--- config.mk ---
export PLATFORM = sky130hd
export DESIGN_NAME = biou_ctrl
export DESIGN_NICKNAME = d
export VERILOG_FILES = /design/src/sv/biou_pkg.sv /design/src/sv/biou_ctrl.sv
export SDC_FILE = /design/constraint.sdc
export NUM_CORES = 1
export LEC_CHECK = 0
export ABC_AREA = 1
export BUFFER_PORTS_ARGS = -buffer_cell sky130_fd_sc_hd__buf_2
export CAP_MARGIN = 20
export CORE_AREA = 5 5 42 44
export CTS_CLUSTER_DIAMETER = 80
export DETAILED_ROUTE_END_ITERATION = 8
export DIE_AREA = 0 0 47 49
export PLACE_DENSITY = 0.41
export SLEW_MARGIN = 0
export SYNTH_ARGS = -nofsm -noshare
export SYNTH_HDL_FRONTEND = slang
export SYNTH_SLANG_ARGS = --single-unit
export TNS_END_PERCENT = 1
--- constraint.sdc ---
create_clock -name clock -period 0.9 [get_ports clock]
set_input_delay 0.135 -clock clock [delete_from_list [all_inputs] [get_ports clock]]
set_output_delay 0.135 -clock clock [all_outputs]
set_load 0.02 [all_outputs]
--- src/sv/biou_pkg.sv ---
// ============================================================================
// biou_pkg: shared types and constants for the box IoU best-match block
// Item opcodes, controller states and the command/status bundles that join
// the controller to the datapath.
// ============================================================================
`default_nettype none

package biou_pkg;

   localparam int THR_W     = 16;
   localparam int OUT_IDX_W = 5;
   localparam logic [THR_W-1:0] THR_RESET = 16'd19661;

   typedef enum logic [1:0] {
      OP_CLEAR = 2'd0,
      OP_LOAD  = 2'd1,
      OP_QUERY = 2'd2
   } op_type;

   typedef enum logic [2:0] {
      ST_IDLE,
      ST_SETUP,
      ST_ISSUE,
      ST_GAP,
      ST_DRAIN,
      ST_THRESH,
      ST_REPLY
   } state_type;

   typedef struct packed {
      logic clear;
      logic load;
      logic capture;
      logic area;
      logic read;
      logic thresh;
      logic reply;
   } cmd_type;

   typedef struct packed {
      logic empty;
      logic last_read;
      logic pipe_busy;
   } status_type;

endpackage

`default_nettype wire

--- src/sv/biou_ctrl.sv ---
// ============================================================================
// biou_ctrl: sequencer for the box IoU best-match block
// Decodes items, walks the reference store with a GAP state between reads,
// then runs the threshold test and issues the reply.
// ============================================================================
`default_nettype none

module biou_ctrl (
   input  wire logic                 clock,
   input  wire logic                 reset,
   input  wire logic                 start,
   input  wire logic [1:0]           req_op,
   input  wire biou_pkg::status_type status,
   output logic                      busy,
   output biou_pkg::cmd_type         cmd
);

   import biou_pkg::*;

   state_type state_ff, state_in;
   op_type    op;

   assign op = op_type'(req_op);

   always_ff @(posedge clock) begin
      if (reset) begin
         state_ff <= ST_IDLE;
      end else begin
         state_ff <= state_in;
      end
   end

   always_comb begin
      state_in = state_ff;
      unique case (state_ff)
         ST_IDLE: begin
            if (start && op == OP_QUERY) begin
               state_in = ST_SETUP;
            end
         end
         ST_SETUP:  state_in = status.empty ? ST_DRAIN : ST_ISSUE;
         ST_ISSUE:  state_in = status.last_read ? ST_DRAIN : ST_GAP;
         ST_GAP:    state_in = ST_ISSUE;
         ST_DRAIN: begin
            if (!status.pipe_busy) begin
               state_in = ST_THRESH;
            end
         end
         ST_THRESH: state_in = ST_REPLY;
         ST_REPLY:  state_in = ST_IDLE;
         default:   state_in = ST_IDLE;
      endcase
   end

   always_comb begin
      cmd  = '0;
      busy = (state_ff != ST_IDLE);
      unique case (state_ff)
         ST_IDLE: begin
            if (start) begin
               unique case (op)
                  OP_CLEAR: cmd.clear   = 1'b1;
                  OP_LOAD:  cmd.load    = 1'b1;
                  OP_QUERY: cmd.capture = 1'b1;
                  default:  ;
               endcase
            end
         end
         ST_SETUP:  cmd.area   = 1'b1;
         ST_ISSUE:  cmd.read   = 1'b1;
         ST_GAP:    ;
         ST_DRAIN:  ;
         ST_THRESH: cmd.thresh = 1'b1;
         ST_REPLY:  cmd.reply  = 1'b1;
         default:   ;
      endcase
   end

endmodule

`default_nettype wire

* Word level (Yosys, flattened, before mapping)
Cells that the tools add are included.
Storage, ports and cells: flip-flop bits (word level) 3, logic and storage cells 30, input port bits 8
Operators by class: equal/unequal tests 10, reduce and logical (&&, ||, !) cells 5, mux-type cells 14
Operator list (count):
- $mux W3 | 6
- $pmux W3 S6 | 1
- $eq A3 B3 Y1 const B | 3
- $mux W1 | 7
- $eq A3 B2 Y1 const B | 2
- $ne A2 B2 Y1 const B | 2
- $eq A3 B1 Y1 const B | 1
- $logic_not A3 Y1 | 1
- $reduce_bool A3 Y1 | 1
- $eq A2 B1 Y1 const B | 1
- $eq A2 B2 Y1 const B | 1
- $logic_not A2 Y1 | 1
- $reduce_and A2 Y1 | 1
- $logic_and A1 B1 Y1 | 1

* Depth between registers and ports, before layout
word-level depth 4, gate-level depth with buffers 6

* Worst setup path before layout
Ideal clock, no wire load.
path type register -> output, start point register state_ff[1], end point output cmd[5] (netlist bit), cell stages (with the launch flop) 4, setup slack -403 ps, arrival time 1168 ps, data required time 765 ps, cell sequence dfxtp_1 nor2_1 nand2_2 nor3b_1
RTL lines:
- start: declaration | RTL line biou_ctrl.sv:20 | state_type state_ff, state_in;
- start signal: assignment | RTL line biou_ctrl.sv:29 | state_ff <= state_in;
- end: declaration | RTL line biou_ctrl.sv:15 | output biou_pkg::cmd_type cmd

==> impl_metrics.yaml <==
power:
  share_clk_of_total_power: 0.186
  finalPower_mw: 1.238
  ir_worst_vdd_uv: 787.6
  cellInternalPower_mw: 0.7241
  switching_share: 0.4153
  p_sw_mw: 0.5142
  power_per_standard_cell_area_nw_per_um2: 2199
  p_seq_frac: 0.174
  comb_power_share: 0.640
  power.static_leakage_nw: 0.3021
timing:
  layout_setup_ws_ps: -338.8
  fmax_mhz: 807.2
  setup_viol_count_final: 11
  tightestPinTransition_ps: 190.5
  final-hold-violation-count: 0
  finalMaxSlewViolations: 0
  finClkSkew_ps: 4.292
  post-route-period-util: 1.376
  timing.max_slew.rel_slack: 0.8727
  timing.setup.tns_ps: -2472
  rsz_0062_raised_after_global_routing: "true"
  worst_hold_margin_ps: 72.98
  final_period_minus_worst_setup_slack_ps: 1239
worst_setup_path:
  cp_top_family: "simple AND/OR/NAND/NOR gates"
  setup.worst_path.start_class: "flip-flop"
  path_buf_inv: 1
  critPathMaxStageDelay_ps: 330
  sequence_of_cells_on_the_critical_path: "nor2_4 > nand2_4 > nor3b_4 > buf_6"
  critical_path.endpoint_type: "output pin"
  critPathSlowestCell: "dfxtp_2"
  crit_type: "reg2out"
  worstPathRequired_ps: 760
  cp_data_arrival_time_ps: 1100
  critPathMaxFanout: 5
synth:
  synth_top_area_frac: 0.2474
  postSynthNetCount: 52
  synth_compound_gate_area_share: 0.02062
  yosysSeqAreaShare: 0.2474
  syn-cell-area_um2: 242.7
  synth_simple_gate_area_frac: 0.5773
  ys_warn_count: 0
  post_synthesis_register_bit_count: 3
  post_synth_xor_area_fraction: 0
  synth_fa_ha_area_frac: 0
  cell_type_with_the_highest_aggregate_area_in_the_netlist: "dfxtp_1"
  synth.area.top_cells: "dfxtp_1 25%, inv_1 14%, nand2_1 14%"
  synth_area_per_cell_um2: 5.517
  muxShareOfSynthArea: 0
  postSynthCellCount: 44
  largest_family_of_logic_cells_by_synthesized_area: "simple AND/OR/NAND/NOR gates"
  yosysUniqueCellTypes: 12
global_route:
  gr-usage-all-layers: 0.07314
  grt_pass1_vias: 325
  grt_antenna_before_repair: 0
  grt_remaining_overflow: 0
  grt_first_pass_wirelength_um: 1290
  grt_max_degree: 6
final_layout:
  layout_commonest_cell: "buf_4"
  mostFrequentLayoutCells: "13 x buf_4, 8 x nand2_1, 8 x buf_2, 7 x inv_1"
  reg.largest.list: "state_ff: 3 flops"
  drive_above_1_share: 0.6486
  stdcell_area_um2: 563.0
  relative_area_change_from_synthesis_to_final_layout_pct: 132.0
  layout.filler_cells: 165
  finish.net_count: 83
  fin_util: 0.4018
  antenna_cells: 0
  flip_flop_count_of_the_largest_register_after_layout: 3
  registers.top_by_ff_count: "state_ff"
drt:
  num_vias: 357
  detailedRoute.firstPassIterationCount: 3
  drt-total-wl_um: 740
  drt-vias-per-instance: 3.967
  drcViolationCount: 0
  drt_wl_cell_um: 8.222
  antenna_left: 0
  drt_iter0_markers: 1
floorplanning:
  rows: 14
  dieArea_um2: 2303
  coreArea_um2: 1401
  top_level_ports: 16
  die_width_um: 47
  floorplan.initialDensity: 0.1732
  die-height_um: 49
job:
  max_cap_viols: 0
cts:
  clock_tree_from_tritoncts: "built"
  cts_made_buffers: 3
  clock_insertion_delay_worst_skew_ps: 230
  clock-sinks: 3
  cts-htree-levels: 1
  ctsLongestPathBuffers: 2
  root_buffer: "clkbuf_4"
  clk_pin_slew_worst_paths_ps: 40
outcome:
  status: "finished, violations left"
  violations_in_the_final_reports: "negative setup slack"
place:
  dpl_cell_area_um2: 450.4
  gpl_congestion: 0.7447
  buffer_ports.inserted: 15
  half_perimeter_wire_length_after_detailed_placement_um: 613.5
min_path:
  worst_hold_path_type: "in2reg"
## power groups by stage
stage          sequential, mW  clock, mW  combinational [mW]
2_1_floorplan           0.207          0               0.379
3_3_place_gp            0.197          0               0.642
3_5_place_dp            0.198          0               0.637
4_1_cts                 0.214      0.246               0.799
5_1_grt                 0.220      0.258               0.875
6_report                0.215      0.231               0.792
## cell usage after synthesis, drive strengths merged
cell    count
nor3        5
inv        10
dfxtp       3
nand2      10
nor3b       1
o21ai       1
nor2        8
nand3b      1
nand3       5
## kinds of logic (layout without fill, tap and decap cells)
group / after synthesis / after routing
flops: 3 / 3
buf+inv: 10 / 40
simple gates: 30 / 30
compound gates: 1 / 1
## layer usage
metal,global-route usage,up-vias,share of wire
li1,-,195,-
met1,0.09847,156,0.42
met2,0.1063,6,0.52
met3,0.02214,0,0.061
met4,0.02765,0,0
met5,0,-,0
## through the flow
stage | setup slack, ps | std cells
global placement | -175.4 | 83
global route | -380.5 | 90
CTS | -350.6 | 90
floorplan | -165.5 | 44
detailed placement | -192.2 | 83
finish | -338.8 | 90
## worst register-to-register path, cell delays in order, from the launching register on
cell and delay [ps]:
dfxtp_2 330, nor2_4 130, nand2_4 90, buf_4 140
buf_4 120, nor2_2 70, nor2_1 40, nand2_1 60
nor2_2 30
## area by class of cell
type / instances / area (um^2) / area share
multi-input combinational: 31 / 219.0 / 0.3889
timing repair buffer: 26 / 193.9 / 0.3444
sequential: 3 / 66.31 / 0.1178
inverter: 10 / 37.54 / 0.06667
clock buffer: 4 / 26.28 / 0.04667
tap: 16 / 20.02 / 0.03556
## path summary, 6_finish.rpt
| kind | startpoint | end | slack [ps] | depth (start not counted) |
|---|---|---|---|---|
| setup reg to reg | state_ff[1]$_SDFFE_PP0P_ | state_ff[0]$_SDFFE_PP0P_ | -220 | 8 |
| hold / removal | reset | state_ff[0]$_SDFFE_PP0P_ | 70 | 2 |
| setup / recovery | state_ff[1]$_SDFFE_PP0P_ | cmd[5] | -340 | 4 |
| hold reg to reg | state_ff[0]$_SDFFE_PP0P_ | state_ff[1]$_SDFFE_PP0P_ | 660 | 4 |
## repair_timing
| item | 4_1_cts | 5_1_grt |
|---|---|---|
| pin swaps | 6 | 0 |
| setup endpoints to repair | 11 | 11 |
| setup buffers | 3 | 0 |
| hold buffers | 0 | 0 |
| gates resized for setup | 23 | 0 |
No activity file was read; power rests on OpenSTA's default activity.
